File: src/hw/rtl/rwl_pkg.sv
// rwl_pkg: command and status codes, controller states and the
// controller/datapath interface structs of the reader-writer lock manager
// no dependencies
`timescale 1ns / 1ps

package rwl_pkg;

   // request commands
   localparam logic [2:0] CMD_READ      = 3'd0;
   localparam logic [2:0] CMD_WRITE     = 3'd1;
   localparam logic [2:0] CMD_TRY_READ  = 3'd2;
   localparam logic [2:0] CMD_TRY_WRITE = 3'd3;
   localparam logic [2:0] CMD_UNLOCK    = 3'd4;

   // result status codes
   localparam logic [2:0] STS_GRANTED  = 3'd0;
   localparam logic [2:0] STS_BUSY     = 3'd1;
   localparam logic [2:0] STS_QUEUED   = 3'd2;
   localparam logic [2:0] STS_NOT_HELD = 3'd3;
   localparam logic [2:0] STS_WOKEN    = 3'd4;
   localparam logic [2:0] STS_RELEASED = 3'd5;
   localparam logic [2:0] STS_REFUSED  = 3'd6;

   // field widths of the stream words
   localparam int CMD_BITS     = 3;
   localparam int REQ_ID_BITS  = 8;
   localparam int STATUS_BITS  = 3;
   localparam int HOLDERS_BITS = 9;
   localparam int REQ_DATA_BITS = 16;
   localparam int RSP_DATA_BITS = 24;

   typedef enum logic [0:0] {
      ST_IDLE,
      ST_WAKE
   } ctrl_state_type;

   // controller to datapath
   typedef struct packed {
      logic accept;     // request word taken this cycle
      logic emit_wake;  // load one wake result and pop its queue
   } dp_cmd_type;

   // datapath to controller
   typedef struct packed {
      logic out_free;    // result register empty or being drained
      logic wake_start;  // accepted request starts a wake sequence
      logic wake_final;  // one wake result left to send
   } dp_status_type;

endpackage

File: src/hw/rtl/rwl_ctrl.sv
// rwl_ctrl: controller state machine of the reader-writer lock manager
// depends on rwl_pkg
`timescale 1ns / 1ps

module rwl_ctrl (
   input  logic                   clock,
   input  logic                   reset,
   input  logic                   req_tvalid,
   output logic                   req_tready,
   input  rwl_pkg::dp_status_type dp_status,
   output rwl_pkg::dp_cmd_type    dp_cmd
);

   rwl_pkg::ctrl_state_type state_ff, state_in;
   logic accept;

   assign accept = req_tvalid && req_tready;

   always_ff @(posedge clock) begin
      if (reset) begin
         state_ff <= rwl_pkg::ST_IDLE;
      end else begin
         state_ff <= state_in;
      end
   end

   always_comb begin
      state_in = state_ff;
      case (state_ff)
         rwl_pkg::ST_IDLE: begin
            if (accept && dp_status.wake_start) begin
               state_in = rwl_pkg::ST_WAKE;
            end
         end
         rwl_pkg::ST_WAKE: begin
            if (dp_status.out_free && dp_status.wake_final) begin
               state_in = rwl_pkg::ST_IDLE;
            end
         end
         default: state_in = rwl_pkg::ST_IDLE;
      endcase
   end

   always_comb begin
      req_tready       = 1'b0;
      dp_cmd.accept    = 1'b0;
      dp_cmd.emit_wake = 1'b0;
      case (state_ff)
         rwl_pkg::ST_IDLE: begin
            req_tready    = dp_status.out_free;
            dp_cmd.accept = req_tvalid && dp_status.out_free;
         end
         rwl_pkg::ST_WAKE: begin
            dp_cmd.emit_wake = dp_status.out_free;
         end
         default: begin
            req_tready = 1'b0;
         end
      endcase
   end

endmodule

File: src/hw/rtl/rwl_datapath.sv
// rwl_datapath: holder count, reader and writer wait queues, request
// decision logic and the result register
// depends on rwl_pkg
`timescale 1ns / 1ps

module rwl_datapath #(
   parameter int READER_QUEUE_DEPTH = 16,
   parameter int WRITER_QUEUE_DEPTH = 16,
   parameter int ID_BITS            = 8,
   parameter int MAX_READERS        = 255
) (
   input  logic                                    clock,
   input  logic                                    reset,
   input  logic [rwl_pkg::CMD_BITS-1:0]            req_command,
   input  logic [rwl_pkg::REQ_ID_BITS-1:0]         req_requester_id,
   input  rwl_pkg::dp_cmd_type                     dp_cmd,
   output rwl_pkg::dp_status_type                  dp_status,
   input  logic                                    rsp_tready,
   output logic                                    rsp_tvalid,
   output logic [rwl_pkg::STATUS_BITS-1:0]         rsp_status,
   output logic [rwl_pkg::REQ_ID_BITS-1:0]         rsp_agent_id,
   output logic signed [rwl_pkg::HOLDERS_BITS-1:0] rsp_holders,
   output logic                                    rsp_last
);

   localparam int HC_BITS  = $clog2(MAX_READERS + 1) + 1;
   localparam int RQ_PTR   = (READER_QUEUE_DEPTH > 1) ? $clog2(READER_QUEUE_DEPTH) : 1;
   localparam int WQ_PTR   = (WRITER_QUEUE_DEPTH > 1) ? $clog2(WRITER_QUEUE_DEPTH) : 1;
   localparam int RQ_FILL  = $clog2(READER_QUEUE_DEPTH + 1);
   localparam int WQ_FILL  = $clog2(WRITER_QUEUE_DEPTH + 1);
   localparam int HB       = rwl_pkg::HOLDERS_BITS;

   localparam logic signed [HC_BITS-1:0] HC_ZERO   = '0;
   localparam logic signed [HC_BITS-1:0] HC_ONE    = HC_BITS'(1);
   localparam logic signed [HC_BITS-1:0] HC_WRITER = '1;
   localparam logic signed [HC_BITS-1:0] HC_MAX    = HC_BITS'(MAX_READERS);
   localparam logic [RQ_FILL-1:0] RQ_FULL = RQ_FILL'(READER_QUEUE_DEPTH);
   localparam logic [WQ_FILL-1:0] WQ_FULL = WQ_FILL'(WRITER_QUEUE_DEPTH);
   localparam logic [RQ_PTR-1:0]  RQ_LAST = RQ_PTR'(READER_QUEUE_DEPTH - 1);
   localparam logic [WQ_PTR-1:0]  WQ_LAST = WQ_PTR'(WRITER_QUEUE_DEPTH - 1);

   // lock state
   logic signed [HC_BITS-1:0] hc_ff, hc_in;
   logic [RQ_PTR-1:0]  rq_head_ff, rq_head_in;
   logic [RQ_FILL-1:0] rq_fill_ff, rq_fill_in;
   logic [WQ_PTR-1:0]  wq_head_ff, wq_head_in;
   logic [WQ_FILL-1:0] wq_fill_ff, wq_fill_in;

   // wake sequence
   logic [RQ_FILL-1:0] wake_cnt_ff, wake_cnt_in;
   logic               wake_wr_ff, wake_wr_in;
   logic [HB-1:0]      hold_ff, hold_in;

   // result register
   logic                 out_valid_ff, out_valid_in;
   logic [2:0]           out_status_ff, out_status_in;
   logic [7:0]           out_agent_ff, out_agent_in;
   logic signed [HB-1:0] out_holders_ff, out_holders_in;
   logic                 out_last_ff, out_last_in;

   // queue memories
   logic [ID_BITS-1:0] rq_mem [READER_QUEUE_DEPTH];
   logic [ID_BITS-1:0] wq_mem [WRITER_QUEUE_DEPTH];
   logic [ID_BITS-1:0] rq_rdata_ff, wq_rdata_ff;
   logic [RQ_PTR-1:0]  rq_rd_addr, rq_head_inc, rq_tail;
   logic [WQ_PTR-1:0]  wq_rd_addr, wq_head_inc, wq_tail;
   logic [RQ_PTR:0]    rq_tail_sum;
   logic [WQ_PTR:0]    wq_tail_sum;

   logic               out_free, push_r, push_w, pop_r, pop_w;
   logic               has_result, wake_start;
   logic [2:0]         sts;
   logic [ID_BITS-1:0] id;
   logic [RQ_FILL-1:0] wake_n;
   logic               read_ok;

   assign out_free = !out_valid_ff || rsp_tready;
   assign id       = ID_BITS'(req_requester_id);
   assign read_ok  = (hc_ff >= HC_ZERO) && (wq_fill_ff == '0);

   assign rq_head_inc = (rq_head_ff == RQ_LAST) ? '0 : rq_head_ff + RQ_PTR'(1);
   assign wq_head_inc = (wq_head_ff == WQ_LAST) ? '0 : wq_head_ff + WQ_PTR'(1);
   assign rq_tail_sum = (RQ_PTR + 1)'(rq_head_ff) + (RQ_PTR + 1)'(rq_fill_ff);
   assign wq_tail_sum = (WQ_PTR + 1)'(wq_head_ff) + (WQ_PTR + 1)'(wq_fill_ff);
   assign rq_tail = (rq_tail_sum >= (RQ_PTR + 1)'(READER_QUEUE_DEPTH)) ?
                    RQ_PTR'(rq_tail_sum - (RQ_PTR + 1)'(READER_QUEUE_DEPTH)) :
                    RQ_PTR'(rq_tail_sum);
   assign wq_tail = (wq_tail_sum >= (WQ_PTR + 1)'(WRITER_QUEUE_DEPTH)) ?
                    WQ_PTR'(wq_tail_sum - (WQ_PTR + 1)'(WRITER_QUEUE_DEPTH)) :
                    WQ_PTR'(wq_tail_sum);

   // readers woken on a final release: all queued, capped at the reader limit
   assign wake_n = (int'(rq_fill_ff) > MAX_READERS) ? RQ_FILL'(MAX_READERS) : rq_fill_ff;

   // request decision
   always_comb begin
      hc_in      = hc_ff;
      sts        = rwl_pkg::STS_GRANTED;
      has_result = 1'b1;
      push_r     = 1'b0;
      push_w     = 1'b0;
      wake_start = 1'b0;
      wake_cnt_in = wake_cnt_ff;
      wake_wr_in  = wake_wr_ff;
      case (req_command)
         rwl_pkg::CMD_READ, rwl_pkg::CMD_TRY_READ: begin
            if (read_ok) begin
               if (hc_ff >= HC_MAX) begin
                  sts = rwl_pkg::STS_REFUSED;
               end else begin
                  hc_in = hc_ff + HC_ONE;
               end
            end else if (req_command == rwl_pkg::CMD_TRY_READ) begin
               sts = rwl_pkg::STS_BUSY;
            end else if (rq_fill_ff >= RQ_FULL) begin
               sts = rwl_pkg::STS_REFUSED;
            end else begin
               sts    = rwl_pkg::STS_QUEUED;
               push_r = 1'b1;
            end
         end
         rwl_pkg::CMD_WRITE, rwl_pkg::CMD_TRY_WRITE: begin
            if (hc_ff == HC_ZERO) begin
               hc_in = HC_WRITER;
            end else if (req_command == rwl_pkg::CMD_TRY_WRITE) begin
               sts = rwl_pkg::STS_BUSY;
            end else if (wq_fill_ff >= WQ_FULL) begin
               sts = rwl_pkg::STS_REFUSED;
            end else begin
               sts    = rwl_pkg::STS_QUEUED;
               push_w = 1'b1;
            end
         end
         rwl_pkg::CMD_UNLOCK: begin
            if (hc_ff == HC_ZERO) begin
               sts = rwl_pkg::STS_NOT_HELD;
            end else if (hc_ff > HC_ONE) begin
               sts   = rwl_pkg::STS_RELEASED;
               hc_in = hc_ff - HC_ONE;
            end else begin
               // final release: hand over to a writer first, else to readers
               sts = rwl_pkg::STS_RELEASED;
               if (wq_fill_ff != '0) begin
                  hc_in       = HC_WRITER;
                  wake_start  = 1'b1;
                  wake_wr_in  = 1'b1;
                  wake_cnt_in = RQ_FILL'(1);
               end else begin
                  hc_in       = HC_BITS'(wake_n);
                  wake_start  = (wake_n != '0);
                  wake_wr_in  = 1'b0;
                  wake_cnt_in = wake_n;
               end
            end
         end
         default: begin
            has_result = 1'b0;
         end
      endcase
   end

   assign pop_r = dp_cmd.emit_wake && !wake_wr_ff;
   assign pop_w = dp_cmd.emit_wake && wake_wr_ff;
   assign rq_rd_addr = pop_r ? rq_head_inc : rq_head_ff;
   assign wq_rd_addr = pop_w ? wq_head_inc : wq_head_ff;

   // next values of state, queue pointers and result register
   always_comb begin
      rq_head_in     = rq_head_ff;
      rq_fill_in     = rq_fill_ff;
      wq_head_in     = wq_head_ff;
      wq_fill_in     = wq_fill_ff;
      hold_in        = hold_ff;
      out_valid_in   = out_valid_ff && !rsp_tready;
      out_status_in  = out_status_ff;
      out_agent_in   = out_agent_ff;
      out_holders_in = out_holders_ff;
      out_last_in    = out_last_ff;
      if (dp_cmd.accept) begin
         if (push_r) begin
            rq_fill_in = rq_fill_ff + RQ_FILL'(1);
         end
         if (push_w) begin
            wq_fill_in = wq_fill_ff + WQ_FILL'(1);
         end
         hold_in = HB'(hc_in);
         if (has_result) begin
            out_valid_in   = 1'b1;
            out_status_in  = sts;
            out_agent_in   = 8'(id);
            out_holders_in = HB'(hc_in);
            out_last_in    = !wake_start;
         end
      end
      if (dp_cmd.emit_wake) begin
         out_valid_in   = 1'b1;
         out_status_in  = rwl_pkg::STS_WOKEN;
         out_agent_in   = wake_wr_ff ? 8'(wq_rdata_ff) : 8'(rq_rdata_ff);
         out_holders_in = hold_ff;
         out_last_in    = (wake_cnt_ff == RQ_FILL'(1));
         if (pop_r) begin
            rq_head_in = rq_head_inc;
            rq_fill_in = rq_fill_ff - RQ_FILL'(1);
         end
         if (pop_w) begin
            wq_head_in = wq_head_inc;
            wq_fill_in = wq_fill_ff - WQ_FILL'(1);
         end
      end
   end

   always_ff @(posedge clock) begin
      if (reset) begin
         hc_ff        <= HC_ZERO;
         rq_head_ff   <= '0;
         rq_fill_ff   <= '0;
         wq_head_ff   <= '0;
         wq_fill_ff   <= '0;
         wake_cnt_ff  <= '0;
         wake_wr_ff   <= 1'b0;
         out_valid_ff <= 1'b0;
      end else begin
         if (dp_cmd.accept) begin
            hc_ff <= hc_in;
         end
         rq_head_ff   <= rq_head_in;
         rq_fill_ff   <= rq_fill_in;
         wq_head_ff   <= wq_head_in;
         wq_fill_ff   <= wq_fill_in;
         out_valid_ff <= out_valid_in;
         if (dp_cmd.accept && wake_start) begin
            wake_cnt_ff <= wake_cnt_in;
            wake_wr_ff  <= wake_wr_in;
         end else if (dp_cmd.emit_wake) begin
            wake_cnt_ff <= wake_cnt_ff - RQ_FILL'(1);
         end
      end
   end

   // payload registers
   always_ff @(posedge clock) begin
      hold_ff        <= hold_in;
      out_status_ff  <= out_status_in;
      out_agent_ff   <= out_agent_in;
      out_holders_ff <= out_holders_in;
      out_last_ff    <= out_last_in;
   end

   // wait queues: push at the tail, head entry read ahead into a register
   always_ff @(posedge clock) begin
      if (dp_cmd.accept && push_r) begin
         rq_mem[rq_tail] <= id;
      end
      rq_rdata_ff <= rq_mem[rq_rd_addr];
   end

   always_ff @(posedge clock) begin
      if (dp_cmd.accept && push_w) begin
         wq_mem[wq_tail] <= id;
      end
      wq_rdata_ff <= wq_mem[wq_rd_addr];
   end

   assign dp_status.out_free   = out_free;
   assign dp_status.wake_start = wake_start;
   assign dp_status.wake_final = (wake_cnt_ff == RQ_FILL'(1));

   assign rsp_tvalid   = out_valid_ff;
   assign rsp_status   = out_status_ff;
   assign rsp_agent_id = out_agent_ff;
   assign rsp_holders  = out_holders_ff;
   assign rsp_last     = out_last_ff;

endmodule

File: src/hw/rtl/reader_writer_lock_manager.sv
// reader_writer_lock_manager: top level of the writer-priority
// reader-writer lock; joins rwl_ctrl and rwl_datapath
// depends on rwl_pkg, rwl_ctrl, rwl_datapath
`timescale 1ns / 1ps

// usage
// - req channel: one word per lock request (command, requester id)
// - rsp channel: one or more result words per request, tlast on the final
//   one; unknown commands give no result
// - a request that causes a single result is taken and its result
//   appears on rsp the cycle after; such requests go back to back
//   while the receiver keeps up
// - the final release of a lock is followed by one wake word per woken
//   waiter: one for a writer, or one per reader up to the reader limit;
//   these leave the reader or writer queue one per cycle while the receiver
//   keeps up, and req_tready stays low until the last of them is loaded
// - every result of a request carries the holder count after the request
// - the single result register holds its word while rsp_tready is low;
//   req_tready then drops and no request is taken until it drains
// - synchronous reset frees the lock and empties both queues at once;
//   queue entries themselves are not cleared

module reader_writer_lock_manager #(
   parameter int READER_QUEUE_DEPTH = 16,
   parameter int WRITER_QUEUE_DEPTH = 16,
   parameter int ID_BITS            = 8,
   parameter int MAX_READERS        = 255
) (
   input  logic        clock,
   input  logic        reset,
   input  logic        req_tvalid,
   output logic        req_tready,
   input  logic [15:0] req_tdata,   // [2:0] command, [10:3] requester_id
   output logic        rsp_tvalid,
   input  logic        rsp_tready,
   output logic [23:0] rsp_tdata,   // [2:0] status, [10:3] agent_id, [19:11] holders
   output logic        rsp_tlast
);

   rwl_pkg::dp_cmd_type    dp_cmd;
   rwl_pkg::dp_status_type dp_status;

   logic [2:0]        rsp_status;
   logic [7:0]        rsp_agent_id;
   logic signed [8:0] rsp_holders;

   rwl_ctrl u_ctrl (
      .clock      (clock),
      .reset      (reset),
      .req_tvalid (req_tvalid),
      .req_tready (req_tready),
      .dp_status  (dp_status),
      .dp_cmd     (dp_cmd)
   );

   rwl_datapath #(
      .READER_QUEUE_DEPTH (READER_QUEUE_DEPTH),
      .WRITER_QUEUE_DEPTH (WRITER_QUEUE_DEPTH),
      .ID_BITS            (ID_BITS),
      .MAX_READERS        (MAX_READERS)
   ) u_datapath (
      .clock            (clock),
      .reset            (reset),
      .req_command      (req_tdata[2:0]),
      .req_requester_id (req_tdata[10:3]),
      .dp_cmd           (dp_cmd),
      .dp_status        (dp_status),
      .rsp_tready       (rsp_tready),
      .rsp_tvalid       (rsp_tvalid),
      .rsp_status       (rsp_status),
      .rsp_agent_id     (rsp_agent_id),
      .rsp_holders      (rsp_holders),
      .rsp_last         (rsp_tlast)
   );

   // result word, zero padded to whole bytes
   assign rsp_tdata = {4'b0000, rsp_holders, rsp_agent_id, rsp_status};

endmodule

File: config.mk
export PLATFORM = sky130hd
export DESIGN_NAME = reader_writer_lock_manager
export DESIGN_NICKNAME = d
export VERILOG_FILES = /design/src/hw/rtl/rwl_pkg.sv /design/src/hw/rtl/rwl_ctrl.sv /design/src/hw/rtl/rwl_datapath.sv /design/src/hw/rtl/reader_writer_lock_manager.sv
export SDC_FILE = /design/constraint.sdc
export NUM_CORES = 1
export LEC_CHECK = 0
export ABC_AREA = 1
export BUFFER_PORTS_ARGS = -buffer_cell sky130_fd_sc_hd__buf_2
export CORE_MARGIN = 5
export CORE_UTILIZATION = 26
export CTS_CLUSTER_SIZE = 30
export DETAILED_ROUTE_END_ITERATION = 8
export MAX_ROUTING_LAYER = met4
export PLACE_DENSITY_LB_ADDON = 0.1
export SLEW_MARGIN = 10
export SYNTH_ARGS = -nofsm -noshare
export SYNTH_HDL_FRONTEND = slang
export SYNTH_SLANG_ARGS = --single-unit
File: constraint.sdc
create_clock -name clock -period 3.65 [get_ports clock]
set_input_delay 0.73 -clock clock [delete_from_list [all_inputs] [get_ports clock]]
set_output_delay 0.73 -clock clock [all_outputs]
set_load 0.005 [all_outputs]
==> key figures <==
Pwr
  – Total power: around 9.1 mW
  – P per Cell Area: 506 nW/um^2
  – Max rail drop VDD: around 0.00045 V
  – P_leak: around 6.7 nW

Global route
  – Vias in the first global route: slightly above 10000
  – Pin count of the biggest net entering global routing: 50
  – GRT Util Overall: a little over an eighth
  – Initial antenna violation count: 2
  – Total grt overflow: 0
  – First-pass GRT wire length: between 60 and 70 mm

Clock network
  – Clk buf depth: 3
  – Root cell of the clock tree: clkbuf_16
  – CTS clock-pin slew for the worst setup and hold paths: around 0.060 ns
  – CTS sink cnt: roughly 340
  – Resize count post-CTS: 0
  – Postcts setup bufs: 0
  – # H-tree levels: 2
  – Worst-Skew Late Latency: around 0.57 ns
  – CTS Buf Count: 42
  – CTS tree: built
  – CTS Hold Buffers Added: 0

Detailed routing
  – ANT nets after route: 0
  – WL/cell: about 19 um
  – Initial drt markers: between 600 and 700
  – First-pass DRT Iterations: 4
  – Remaining DRCs: 0
  – Vias: 10300
  – Final WL: 42.7 mm
  – Vias per cell: 4.49

Floorplan
  – Initial core utilization: 26.3%
  – Die X: 252 um
  – Die H: around 250 um
  – Core Rows: 88
  – Die ar.: ~63000 um^2
  – I/O Pins: 47
  – Core area: 57800 um^2

Final layout
  – Layout cells sized above 1: ~15%
  – Most frequent cells in the layout: 283 x edfxtp_1, 192 x nand2_1, 190 x nor2_1, 132 x o21ai_0, 126 x inv_1
  – N_diodes: 0
  – Most common cell after layout, fill and taps aside: edfxtp_1
  – Syn-to-layout area delta: 18.0%
  – Nets: between 1500 and 2000

Job
  – Max Cap Viol: 0

Placement
  – Worst slack at placement: approximately 0.60 ns
  – DP HPWL: between 20 and 30 mm
  – GP Congestion: around 0.80
  – IO buf count: 37

Yosys
  – EDFF count, synth: between 200 and 300
  – Sequential area share after synthesis: a little over three fifths
  – Synth top area cells: edfxtp_1 56%, dfxtp_1 7.1%, nand2_1 4.7%, nor2_1 4.7%, o21ai_0 4.4%
  – Post-synth cell types: 47
  – Mux cell area share after synthesis: 0%
  – Ys async rst share: 0%
  – Synth Area per Inst: between 10 and 15 um^2
  – XOR/XNOR Fraction of Synth Area: less than 1%
  – Top_reg_cell synth: edfxtp_1
  – Cells after synthesis: between 1000 and 1500
  – Post-synthesis simple-gate area fraction: around 16%
  – Yosys warning count: 0
  – Post-Synth Adder-Cell Area: between 1.5 and 2%
  – #FFs+latches synth: about 340
  – Largest family of logic cells by synthesized area: simple AND/OR/NAND/NOR gates
  – Synth top area share: roughly 56%
  – Synth area leader: edfxtp_1
  – Compound-Gate Fraction of Synth Area: between 10% and 20%
  – Post-Syn Area: between 15000 and 20000 um^2

Setup path
  – Req. time, crit path: between 3 and 4 ns
  – FF-to-FF setup slack: between 0.9 and 1 ns
  – Crit-path cells: ha_1, nand2_1, nor2_1, nand2_2, ha_1, nand3b_1, nand2_1, nand2_2, nand2_4, nand4_1, nand3_1, nand3_2, nand2_1, nand2_1
  – Critical path's top delay family: simple AND/OR/NAND/NOR gates
  – Worst r2r dst: u_datapath.rsp_holders[4]$_DFFE_PP_
  – CP Max Fanout: 15
  – Critical Path AT: between 3 and 4 ns
  – CP Launch Type: register
  – Worst path max stage delay: approximately 0.46 ns
  – Critical-path top delay cell: dfxtp_1
  – Setup CP Type: reg2reg
  – CP Buf/Inv Count: 0
  – Worst Setup SP: u_datapath.hc_ff[0]$_SDFFE_PP0P_
  – Worst reg2reg path depth: 14
  – Worst Setup End Kind: register
  – Reg2reg start: u_datapath.hc_ff[0]$_SDFFE_PP0P_
  – Most frequent CP cell: nand2_1

STA
  – Final Skew: 0.0165 ns
  – PnR worst setup slack: between 0.9 and 1 ns
  – RSZ-0062 raised after global routing: false
  – Final setup viols: 0
  – Final min period: around 2.7 ns
  – Tightest Pin Transition: around 0.84 ns
  – Final hold viol count: 0
  – Rel. slew slack: about 44%
  – Final Max Slew Viols: 0
  – Max Clock Freq: approximately 360 MHz
  – Final critical-path share of the clock period: between 70% and 80%
  – Hold Slack: 0.498 ns
  – Setup TNS: 0 ns

Hold path
  – Hold Path Depth: 2
  – Hold crit path type: reg2reg
  – Hold EP: u_datapath.rsp_status[2]$_SDFFE_PP1P_
  – Hold Startpoint: u_datapath.rsp_status[2]$_SDFFE_PP1P_

Run status
  – Run status: finished clean
## worst reg2reg max path: cells and delay by family (launching register included)
family        cells  cell delay (ns)
simple gates     12             1.47
fa+ha+maj         2             0.56
flops             1             0.46
## cells by family (layout without fill, tap and decap cells)
family,count (synthesis),count (layout)
other cells,1,4
flops,337,337
compound gates,292,292
fa+ha+maj,23,23
simple gates,550,550
buf+inv,207,316
xor+xnor,16,16
## layout make-up
cell class	count	area (um^2)
Timing Repair Buffer	97	698
Tap cell	765	957
Clock inverter	29	330
Multi-Input combinational cell	885	4730
Sequential cell	337	9580
Clock buffer	49	1100
Fill cell	5964	39900
Inverter	141	532
## state kept, by name, summed over array words and instances (netlist names)
register / flops
u_datapath.rq_mem: 128
u_datapath.wq_mem: 128
u_datapath.hc_ff: 9
u_datapath.hold_ff: 9
u_datapath.rsp_holders: 9
u_datapath.rq_rdata_ff: 8
u_datapath.rsp_agent_id: 8
u_datapath.wq_rdata_ff: 8
u_datapath.rq_fill_ff: 5
u_datapath.wake_cnt_ff: 5
u_datapath.wq_fill_ff: 5
u_datapath.rq_head_ff: 4
u_datapath.wq_head_ff: 4
u_datapath.rsp_status: 3
u_ctrl.state_ff: 1
u_datapath.rsp_last: 1
u_datapath.rsp_tvalid: 1
u_datapath.wake_wr_ff: 1
## stage by stage
stage          std cells  utilization, %  instance area [um^2]
5_1_grt             2303            31.0                 17900
3_5_place_dp        2225            28.5                 16500
4_1_cts             2303            31.0                 17900
6_report            2303            31.0                 17900
2_1_floorplan       1429               -                 15200
3_3_place_gp        2225            28.5                 16500
## synthesized netlist by cell type, types with 8 or more instances
library cell    n
o21ai_0       133
dfxtp_1        54
a31oi_1         8
clkbuf_1       19
nand3_1       105
nand2_1       192
o211ai_2        8
nor2_4          9
inv_1         126
nor2_1        190
inv_2          13
o211ai_1       70
buf_4           8
xor2_1          9
edfxtp_1      283
buf_2          30
ha_1           21
a21oi_1        50
nand3_2         8
nand4_1        14
nor3_1         11
## report_power, final
part           leakage [nW]  internal, mW  switching (mW)
registers              3.01          4.24          0.0371
logic                  3.00         0.135           0.337
clock network         0.705          2.66            1.67
total                  6.71          7.03            2.05
## routing by layer
layer	part of all wire (%)	up-vias	global-route usage (%)
met5	0	-	-
met4	2.0	0	3.09
met3	4.3	60	2.50
met2	45	179	20.9
met1	48	4966	19.0
li1	-	5132	-
## worst max-delay path by stage
stage / to / slack [ns] / cells after the start
after global routing: u_datapath.wq_mem[0][2]$_DFFE_PP_ / 0.66 / 10
after CTS: u_datapath.rsp_holders[4]$_DFFE_PP_ / 0.88 / 14
after detailed placement: u_datapath.rq_rdata_ff[7]$_DFF_P_ / 0.60 / 11
after global placement: u_datapath.rq_rdata_ff[7]$_DFF_P_ / 0.60 / 11
final: u_datapath.rsp_holders[4]$_DFFE_PP_ / 0.90 / 14
after floorplan: u_datapath.rsp_agent_id[0]$_DFFE_PP_ / 0.88 / 3
(Power assumes the default switching activity.)
